$ cat src/rtl/core/gauss_jordan_matrix_inverse_assert.svh
// Assertion macros for the Gauss-Jordan inverse block.
// Used by the top level only; no other dependencies.
`ifndef GAUSS_JORDAN_MATRIX_INVERSE_ASSERT_SVH
`define GAUSS_JORDAN_MATRIX_INVERSE_ASSERT_SVH

// same-cycle implication under synchronous active-low reset
`define GJINV_ASSERT_NOW(lbl, clk, rst_n, ante, cons, msg) \
    lbl: assert property (@(posedge clk) disable iff (!rst_n) (ante) |-> (cons)) \
        else $error(msg);

// next-cycle implication under synchronous active-low reset
`define GJINV_ASSERT_NEXT(lbl, clk, rst_n, ante, cons, msg) \
    lbl: assert property (@(posedge clk) disable iff (!rst_n) (ante) |=> (cons)) \
        else $error(msg);

`endif

$ cat src/rtl/core/gjinv_pkg.sv
// Shared types and constants of the Gauss-Jordan inverse block.
// No dependencies; used by gjinv_ctrl, gjinv_dp and the top level.
`timescale 1ns / 1ps
package gjinv_pkg;

    localparam int DATA_W    = 32;
    localparam int DIM_W     = 4;
    localparam int DIV_STEPS = 48;

    localparam logic [DIM_W-1:0]  DIM_RESET = 4'd3;
    localparam logic [DATA_W-1:0] Q_ONE     = 32'h0001_0000;
    localparam logic [DATA_W-1:0] Q_MAX     = 32'h7FFF_FFFF;
    localparam logic [DATA_W-1:0] Q_MIN     = 32'h8000_0000;

    // write source select
    localparam logic [1:0] WS_LOAD = 2'd0;
    localparam logic [1:0] WS_SUB  = 2'd1;
    localparam logic [1:0] WS_DIV  = 2'd2;

    typedef struct packed {
        logic       wr_work;
        logic       wr_comp;
        logic [1:0] wr_src;
        logic       ident;
        logic       sel_a;
        logic       sel_b;
        logic       div_start;
        logic       m_load;
        logic       mul_go;
        logic       scl_go;
        logic       set_sing;
        logic       out_load;
        logic       out_last;
        logic       clr_flags;
    } t_dp_cmd;

    typedef struct packed {
        logic div_done;
        logic piv_zero;
        logic out_fire;
    } t_dp_st;

endpackage

$ cat src/rtl/core/gjinv_ctrl.sv
// Sequencer of the Gauss-Jordan inverse: load counters, elimination order,
// diagonal check, result divisions and emission. Uses gjinv_pkg.
`timescale 1ns / 1ps
module gjinv_ctrl
    import gjinv_pkg::*;
#(
    parameter int MAX_DIM = 8,
    parameter int AW      = $clog2(MAX_DIM * MAX_DIM)
) (
    input  logic             i_clk,
    input  logic             i_rst_n,
    input  logic             i_cfg_we,
    input  logic [DIM_W-1:0] i_cfg_dim,
    input  logic             i_in_fire,
    output logic             o_in_ready,
    input  t_dp_st           i_st,
    output t_dp_cmd          o_cmd,
    output logic [AW-1:0]    o_ra,
    output logic [AW-1:0]    o_rb,
    output logic [AW-1:0]    o_wa
);

    localparam int IW = $clog2(MAX_DIM);
    localparam logic [AW-1:0] STRIDE = AW'(MAX_DIM);

    localparam logic [3:0] S_LOAD  = 4'd0;
    localparam logic [3:0] S_PIV   = 4'd1;
    localparam logic [3:0] S_PCHK  = 4'd2;
    localparam logic [3:0] S_PDIV  = 4'd3;
    localparam logic [3:0] S_ERD   = 4'd4;
    localparam logic [3:0] S_EMUL  = 4'd5;
    localparam logic [3:0] S_ESCL  = 4'd6;
    localparam logic [3:0] S_ESUB  = 4'd7;
    localparam logic [3:0] S_DRD   = 4'd8;
    localparam logic [3:0] S_DCHK  = 4'd9;
    localparam logic [3:0] S_RRD   = 4'd10;
    localparam logic [3:0] S_RST   = 4'd11;
    localparam logic [3:0] S_RDIV  = 4'd12;
    localparam logic [3:0] S_XRD   = 4'd13;
    localparam logic [3:0] S_XLD   = 4'd14;
    localparam logic [3:0] S_XWAIT = 4'd15;

    logic [3:0]       r_state, n_state;
    logic [DIM_W-1:0] r_dim, n_dim;
    logic [IW-1:0]    r_k, n_k, r_row, n_row, r_col, n_col;
    logic             r_sel, n_sel, r_bwd, n_bwd;
    logic [IW-1:0]    nm1;
    logic             col_end, row_end;

    function automatic logic [AW-1:0] addr(input logic [IW-1:0] row,
                                           input logic [IW-1:0] col);
        return AW'(row) * STRIDE + AW'(col);
    endfunction

    always_comb begin
        if (r_dim == '0) begin
            nm1 = '0;
        end else if (int'(r_dim) > MAX_DIM) begin
            nm1 = IW'(MAX_DIM - 1);
        end else begin
            nm1 = IW'(r_dim - 4'd1);
        end
    end

    assign col_end = (r_col == nm1);
    assign row_end = (r_row == nm1);

    always_comb begin
        n_state = r_state;
        n_dim   = r_dim;
        n_k     = r_k;
        n_row   = r_row;
        n_col   = r_col;
        n_sel   = r_sel;
        n_bwd   = r_bwd;
        o_cmd   = '0;
        o_ra    = addr(r_k, r_col);
        o_rb    = addr(r_row, r_col);
        o_wa    = addr(r_row, r_col);
        o_in_ready = 1'b0;

        unique case (r_state)
            S_LOAD: begin
                o_in_ready = 1'b1;
                if (i_in_fire) begin
                    o_cmd.wr_work = 1'b1;
                    o_cmd.wr_comp = 1'b1;
                    o_cmd.wr_src  = WS_LOAD;
                    o_cmd.ident   = (r_row == r_col);
                    if (!col_end) begin
                        n_col = r_col + 1'b1;
                    end else if (!row_end) begin
                        n_col = '0;
                        n_row = r_row + 1'b1;
                    end else begin
                        n_col = '0;
                        n_bwd = 1'b0;
                        n_k   = '0;
                        if (nm1 == '0) begin
                            n_row   = '0;
                            n_state = S_DRD;
                        end else begin
                            n_row   = IW'(1);
                            n_state = S_PIV;
                        end
                    end
                end
            end
            S_PIV: begin
                o_ra = addr(r_k, r_k);
                o_rb = addr(r_row, r_k);
                n_state = S_PCHK;
            end
            S_PCHK: begin
                o_ra = addr(r_k, r_k);
                o_rb = addr(r_row, r_k);
                if (i_st.piv_zero) begin
                    o_cmd.set_sing = 1'b1;
                    n_row   = '0;
                    n_col   = '0;
                    n_state = S_XRD;
                end else begin
                    o_cmd.div_start = 1'b1;
                    n_state = S_PDIV;
                end
            end
            S_PDIV: begin
                if (i_st.div_done) begin
                    o_cmd.m_load = 1'b1;
                    n_col   = '0;
                    n_sel   = 1'b0;
                    n_state = S_ERD;
                end
            end
            S_ERD: begin
                o_cmd.sel_a = r_sel;
                o_cmd.sel_b = r_sel;
                n_state = S_EMUL;
            end
            S_EMUL: begin
                o_cmd.sel_a  = r_sel;
                o_cmd.sel_b  = r_sel;
                o_cmd.mul_go = 1'b1;
                n_state = S_ESCL;
            end
            S_ESCL: begin
                o_cmd.scl_go = 1'b1;
                n_state = S_ESUB;
            end
            S_ESUB: begin
                o_cmd.wr_src  = WS_SUB;
                o_cmd.wr_work = !r_sel;
                o_cmd.wr_comp = r_sel;
                if (!r_sel) begin
                    n_sel   = 1'b1;
                    n_state = S_ERD;
                end else if (!col_end) begin
                    n_sel   = 1'b0;
                    n_col   = r_col + 1'b1;
                    n_state = S_ERD;
                end else begin
                    n_sel   = 1'b0;
                    n_state = S_PIV;
                    // pick the next (row, pivot) pair
                    if (!r_bwd) begin
                        if (!row_end) begin
                            n_row = r_row + 1'b1;
                        end else if ({1'b0, r_k} + 1'b1 < {1'b0, nm1}) begin
                            n_k   = r_k + 1'b1;
                            n_row = r_k + IW'(2);
                        end else begin
                            n_bwd = 1'b1;
                            n_k   = nm1;
                            n_row = nm1 - 1'b1;
                        end
                    end else begin
                        if (r_row != '0) begin
                            n_row = r_row - 1'b1;
                        end else if (r_k > IW'(1)) begin
                            n_k   = r_k - 1'b1;
                            n_row = r_k - IW'(2);
                        end else begin
                            n_row   = '0;
                            n_state = S_DRD;
                        end
                    end
                end
            end
            S_DRD: begin
                o_ra = addr(r_row, r_row);
                n_state = S_DCHK;
            end
            S_DCHK: begin
                o_ra = addr(r_row, r_row);
                if (i_st.piv_zero) begin
                    o_cmd.set_sing = 1'b1;
                    n_row   = '0;
                    n_col   = '0;
                    n_state = S_XRD;
                end else if (row_end) begin
                    n_row   = '0;
                    n_col   = '0;
                    n_state = S_RRD;
                end else begin
                    n_row   = r_row + 1'b1;
                    n_state = S_DRD;
                end
            end
            S_RRD: begin
                o_ra = addr(r_row, r_row);
                o_cmd.sel_b = 1'b1;
                n_state = S_RST;
            end
            S_RST: begin
                o_ra = addr(r_row, r_row);
                o_cmd.sel_b     = 1'b1;
                o_cmd.div_start = 1'b1;
                n_state = S_RDIV;
            end
            S_RDIV: begin
                if (i_st.div_done) begin
                    o_cmd.wr_comp = 1'b1;
                    o_cmd.wr_src  = WS_DIV;
                    n_state = S_RRD;
                    if (!col_end) begin
                        n_col = r_col + 1'b1;
                    end else if (!row_end) begin
                        n_col = '0;
                        n_row = r_row + 1'b1;
                    end else begin
                        n_col   = '0;
                        n_row   = '0;
                        n_state = S_XRD;
                    end
                end
            end
            S_XRD: begin
                o_cmd.sel_b = 1'b1;
                n_state = S_XLD;
            end
            S_XLD: begin
                o_cmd.sel_b    = 1'b1;
                o_cmd.out_load = 1'b1;
                o_cmd.out_last = col_end && row_end;
                n_state = S_XWAIT;
            end
            S_XWAIT: begin
                if (i_st.out_fire) begin
                    n_state = S_XRD;
                    if (!col_end) begin
                        n_col = r_col + 1'b1;
                    end else if (!row_end) begin
                        n_col = '0;
                        n_row = r_row + 1'b1;
                    end else begin
                        o_cmd.clr_flags = 1'b1;
                        n_col   = '0;
                        n_row   = '0;
                        n_state = S_LOAD;
                    end
                end
            end
            default: n_state = S_LOAD;
        endcase

        // a new order restarts the load
        if (i_cfg_we) begin
            n_dim = i_cfg_dim;
            n_row = '0;
            n_col = '0;
        end
    end

    always_ff @(posedge i_clk) begin
        if (!i_rst_n) begin
            r_state <= S_LOAD;
            r_dim   <= DIM_RESET;
            r_k     <= '0;
            r_row   <= '0;
            r_col   <= '0;
            r_sel   <= 1'b0;
            r_bwd   <= 1'b0;
        end else begin
            r_state <= n_state;
            r_dim   <= n_dim;
            r_k     <= n_k;
            r_row   <= n_row;
            r_col   <= n_col;
            r_sel   <= n_sel;
            r_bwd   <= n_bwd;
        end
    end

endmodule

$ cat config.mk
export PLATFORM = sky130hd
export DESIGN_NAME = gjinv_ctrl
export DESIGN_NICKNAME = d
export VERILOG_FILES = /design/src/rtl/core/gauss_jordan_matrix_inverse_assert.svh /design/src/rtl/core/gjinv_pkg.sv /design/src/rtl/core/gjinv_ctrl.sv
export SDC_FILE = /design/constraint.sdc
export NUM_CORES = 1
export LEC_CHECK = 0
export BUFFER_PORTS_ARGS = -buffer_cell sky130_fd_sc_hd__buf_2
export CORE_ASPECT_RATIO = 0.7
export CORE_MARGIN = 10
export CORE_UTILIZATION = 25
export CTS_CLUSTER_DIAMETER = 80
export DETAILED_ROUTE_END_ITERATION = 6
export PLACE_DENSITY = 0.48
export SLEW_MARGIN = 15
export SYNTH_ARGS = -nofsm -noshare
export SYNTH_HDL_FRONTEND = slang
export SYNTH_SLANG_ARGS = --single-unit
$ cat constraint.sdc
create_clock -name i_clk -period 3.6 [get_ports i_clk]
set_input_delay 1.08 -clock i_clk [delete_from_list [all_inputs] [get_ports i_clk]]
set_output_delay 1.08 -clock i_clk [all_outputs]
set_load 0.01 [all_outputs]
==> Word-level counts from Yosys, hierarchy flattened <==
Index checks and enable logic that the tools add are counted.
{ "totals": {"ff_bits": 19, "out_inout_bits": 34, "word_cells": 175} }
{ "op_classes": {"mux": 95, "n_addsub": 15, "magnitude_cmp": 3, "eq_ne": 32, "bitwise_logic": 1, "n_reduce_logical": 22} }
{ "ops": {"columns": ["op", "n"], "rows": [
  ["3-bit two-way mux", 40],
  ["4-bit one-hot mux with 16 select lines", 1],
  ["4-bit two-way mux", 15],
  ["4-bit == test, second input constant", 8],
  ["6-bit by 3-bit adder with 6-bit output", 5],
  ["1-bit two-way mux", 25],
  ["3-bit one-hot mux with 7 select lines", 1],
  ["2-bit inequality test, second input constant", 10],
  ["3-bit one-hot mux with 6 select lines", 1],
  ["9-bit AND reduction", 2],
  ["4-bit by 3-bit == test with 1-bit output, second input constant", 4],
  ["3-bit inequality test, second input constant", 4],
  ["6-bit one-hot mux with 2 select lines", 1],
  ["6-bit AND reduction", 2],
  ["3-bit by 1-bit subtractor with 3-bit output, second input constant", 4],
  ["1-bit one-hot mux with 2 select lines", 5],
  ["3-bit by 1-bit adder with 3-bit output, second input constant", 3],
  ["3-bit == test", 3],
  ["3-bit one-hot mux with 3 select lines", 1],
  ["4-bit by 2-bit == test with 1-bit output, second input constant", 2],
  ["4-bit zero test", 2],
  ["8-bit AND reduction", 1],
  ["2-bit OR reduction", 4],
  ["4-bit OR reduction", 2],
  ["20 further kinds", 22]
]} }

==> Logic depth before layout (Yosys ltp) <==
{ "logic_depth": {"word_depth": 10, "mapped_depth": 13, "ltp_nobuf": 12} }

==> Worst setup path before layout <==
OpenSTA, ideal clock, no wires.
{ "synth_path": {"kind": "reg2out", "startpoint": "reg r_dim[0]", "endpoint": "out o_cmd[1] in the netlist's numbering", "path_buffers": 1, "t_arrival_ns": 2.216, "path_stages_with_launch": 10, "setup_slack_ns": 0.304, "cell_sequence": "dfxtp_1 > inv_1 > ha_1 > nand2_2 > or4_1 > and3_1 > a31o_1 > buf_6 > nand2b_4 > nor3_1"} }
{ "synth_lines": {"columns": ["item", "line", "text"], "rows": [
  ["start: declaration", "gjinv_ctrl.sv:44", "logic [DIM_W-1:0] r_dim, n_dim;"],
  ["start signal: assignment", "gjinv_ctrl.sv:285", "r_dim <= n_dim;"],
  ["end: declaration", "gjinv_ctrl.sv:17", "output t_dp_cmd o_cmd,"]
]} }

==> out/qor.tcl <==
set qor(critPathRequiredTime_ns) 2.52
set qor(design.core.area_um2) 9250
set qor(setup_total_negative_slack_ns) 0
set qor(tritoncts) {yes}
set qor(power.density_nw_per_um2) 457
set qor(grt.total_usage_pct) 11.9
set qor(grt_pass1_vias) 2465
set qor(via_count) 2728
set qor(synth-warning-count) 0
set qor(grt_max_degree) 29
set qor(timing.final.setup_violations) 0
set qor(clock_skew_ns) 0.00294
set qor(leakage_nw) 1.21
set qor(rows) 29
set qor(port_buffers) 44
set qor(die_h_um) 102
set qor(endpoint_kind) {output pin}
set qor(synth_area_leader_cell) {dfxtp_1}
set qor(peak_fanout_along_the_critical_path) 6
set qor(most_repeated_cell_in_the_gate_level_netlist_after_synthesis) {nand2_1}
set qor(ant_nets) 0
set qor(final-hold-violation-count) 0
set qor(yosys_most_used_dff) {dfxtp_1}
set qor(synth_edf_count) 0
set qor(initial_utilization_pct) 26.2
set qor(max_freq_mhz) 291
set qor(ctsResizeCount) 2
set qor(synth_area_per_cell_um2) 7.03
set qor(synth_seq_area_share_pct) 15.7
set qor(grt_remaining_overflow) 0
set qor(syn-cell-area_um2) 2420
set qor(hold_buffers) 0
set qor(grt_setup_unrepaired) {no}
set qor(largest_vdd_supply_drop_v) 0.000163
set qor(buffers_inserted_during_post_cts_setup_optimization) 0
set qor(top_level_ports) 45
set qor(route.detailed.drc) 0
set qor(maxSlewViolCount) 0
set qor(worst_setup_path_start_kind) {register}
set qor(grt_pass1_wl_mm) 13.6
set qor(die_w_um) 138
set qor(design_power_total_mw) 1.32
set qor(cp.arrival_ns) 2.35
set qor(avgRoutedWirePerCell_um) 16.8
set qor(clkTransAtPathRegs_ns) 0.06
set qor(final_min_period_over_clock_period_pct) 95.3
set qor(finalWorstSetupSlack_ns) 0.169
set qor(worstHoldPathType) {register to register}
set qor(clk_path_buf_depth) 2
set qor(drt-pass1-iter-count) 5
set qor(final_net_count) 406
set qor(die_area_um2) 14100
set qor(clockRootBuffer) {clkbuf_16}
set qor(max-cap-violations) 0
set qor(worst-slew-pin-transition_ns) 0.682
set qor(detailedPlace.worstSlack_ns) 0.177
set qor(asyncSetResetFlopFracSynth_pct) 0
set qor(hold_slack_ns) 0.573
set qor(areaGrowthSynthToFinish_pct) 18.8
set qor(dp_hpwl_mm) 6.77
set qor(result_of_the_run) {completed}
set qor(antenna_found_initial) 0
set qor(synthTopCellsByCount) {43 x nand2_1, 31 x nor2_1, 20 x a21oi_1}
set qor(place.gp.congestion) 0.866
set qor(synth_top_cells_by_area) {dfxtp_1 16%, ha_1 6.7%, nand2_1 6.7%}
set qor(post_synth_num_cell_types) 74
set qor(htreeDepth) 1
set qor(critPathKind) {register to output pin}
set qor(drive_gt1_share_pct) 22.6
set qor(cts_inserted_buffers) 3
set qor(clock_insertion_delay_worst_skew_ns) 0.25
set qor(numClockSinks) 19
set qor(synth_top_area_share_pct) 15.7
set qor(num_antenna_cells) 0
set qor(min_period_ns) 3.43
set qor(ys_ff_latch) 19
set qor(routed_wirelength_mm) 8.46
set qor(detail_route.vias_per_cell) 5.40
set qor(netlist_instances) 345
set qor(timing.max_slew.rel_slack_pct) 54.1
set qor(first_iter_violations) 277
set qor(postSynthNetCount) 369
[worst max-delay path, cell delays in order, from the launching register on]
cell      delay (ns)
dfxtp_2         0.38
inv_2           0.08
ha_4            0.29
nand2_2         0.06
or4_1           0.45
and3_1          0.19
a31o_1          0.19
nand2b_4        0.17
nor3_1          0.13
buf_2           0.16
[placed cells by master (no fill, tap or decap), drive strengths merged, types with 3 or more instances in the layout]
cell type	n
mux2	7
a21boi	5
or3	4
clkbuf	3
nand3	9
nand4b	3
xor2	4
nor2b	9
dfxtp	19
a22oi	4
nand2b	11
nor3b	4
mux2i	4
o21ai	20
o31ai	4
nor2	31
a31oi	5
o211ai	8
o22ai	7
inv	17
nand2	44
nor3	5
buf	60
ha	13
a21oi	22
nor4	6
xnor2	3
or4	3
[final cells by class]
cell class                      count  area (um^2)
Fill cell                        1000         6370
Multi-Input combinational cell    280         1860
Sequential cell                    19          382
Timing Repair Buffer               60          340
Tap cell                          124          155
Clock buffer                        3         75.1
Inverter                           18         67.6
Clock inverter                      1         5.00
[per-stage QoR]
| stage | utilization, % | cells | cell area (um^2) |
|---|---|---|---|
| after floorplan | - | 345 | 2420 |
| after global placement | 30.1 | 501 | 2790 |
| after detailed placement | 30.1 | 501 | 2790 |
| after CTS | 31.0 | 505 | 2870 |
| after global routing | 31.1 | 505 | 2880 |
| final | 31.1 | 505 | 2880 |
[logic make-up after synthesis]
| kind of cell | synth area share (%) |
|---|---|
| and+or+nand+nor | 29.7 |
| muxes | 4.90 |
| buffers and inverters | 8.36 |
| AOI/OAI and AO/OA | 31.6 |
| adders and majority gates | 7.17 |
| DFF | 15.7 |
| xor gates and xnor gates | 2.53 |
[metal layers]
| metal | share of wire (%) | wire [um] | GRT usage, % |
|---|---|---|---|
| met1 | 51 | 4340 | 18.4 |
| met2 | 40 | 3400 | 16.6 |
| met3 | 8.2 | 695 | 2.45 |
| met4 | 0.28 | 24 | 1.44 |
| met5 | 0 | 0 | 0 |
[where the power goes]
part,switching [mW],internal (mW)
logic,0.479,0.315
clock network,0.0842,0.149
registers,0.0569,0.232
total,0.620,0.696
[registers in the layout, summed over array words and instances (netlist names)]
name	flops
r_row	3
r_bwd	1
r_state	4
r_k	3
r_dim	4
r_sel	1
r_col	3
[path summary, 6_finish.rpt]
check	start	to	slack (ns)	cells after the start
min	r_dim[1]	r_dim[1]	0.57	2
min reg2reg	r_dim[1]	r_dim[1]	0.57	2
max reg2reg	r_dim[0]	r_row[1]	0.67	12
max	r_dim[0]	o_cmd[1]	0.17	9
Note: power is estimated with default switching activity, not from simulation.
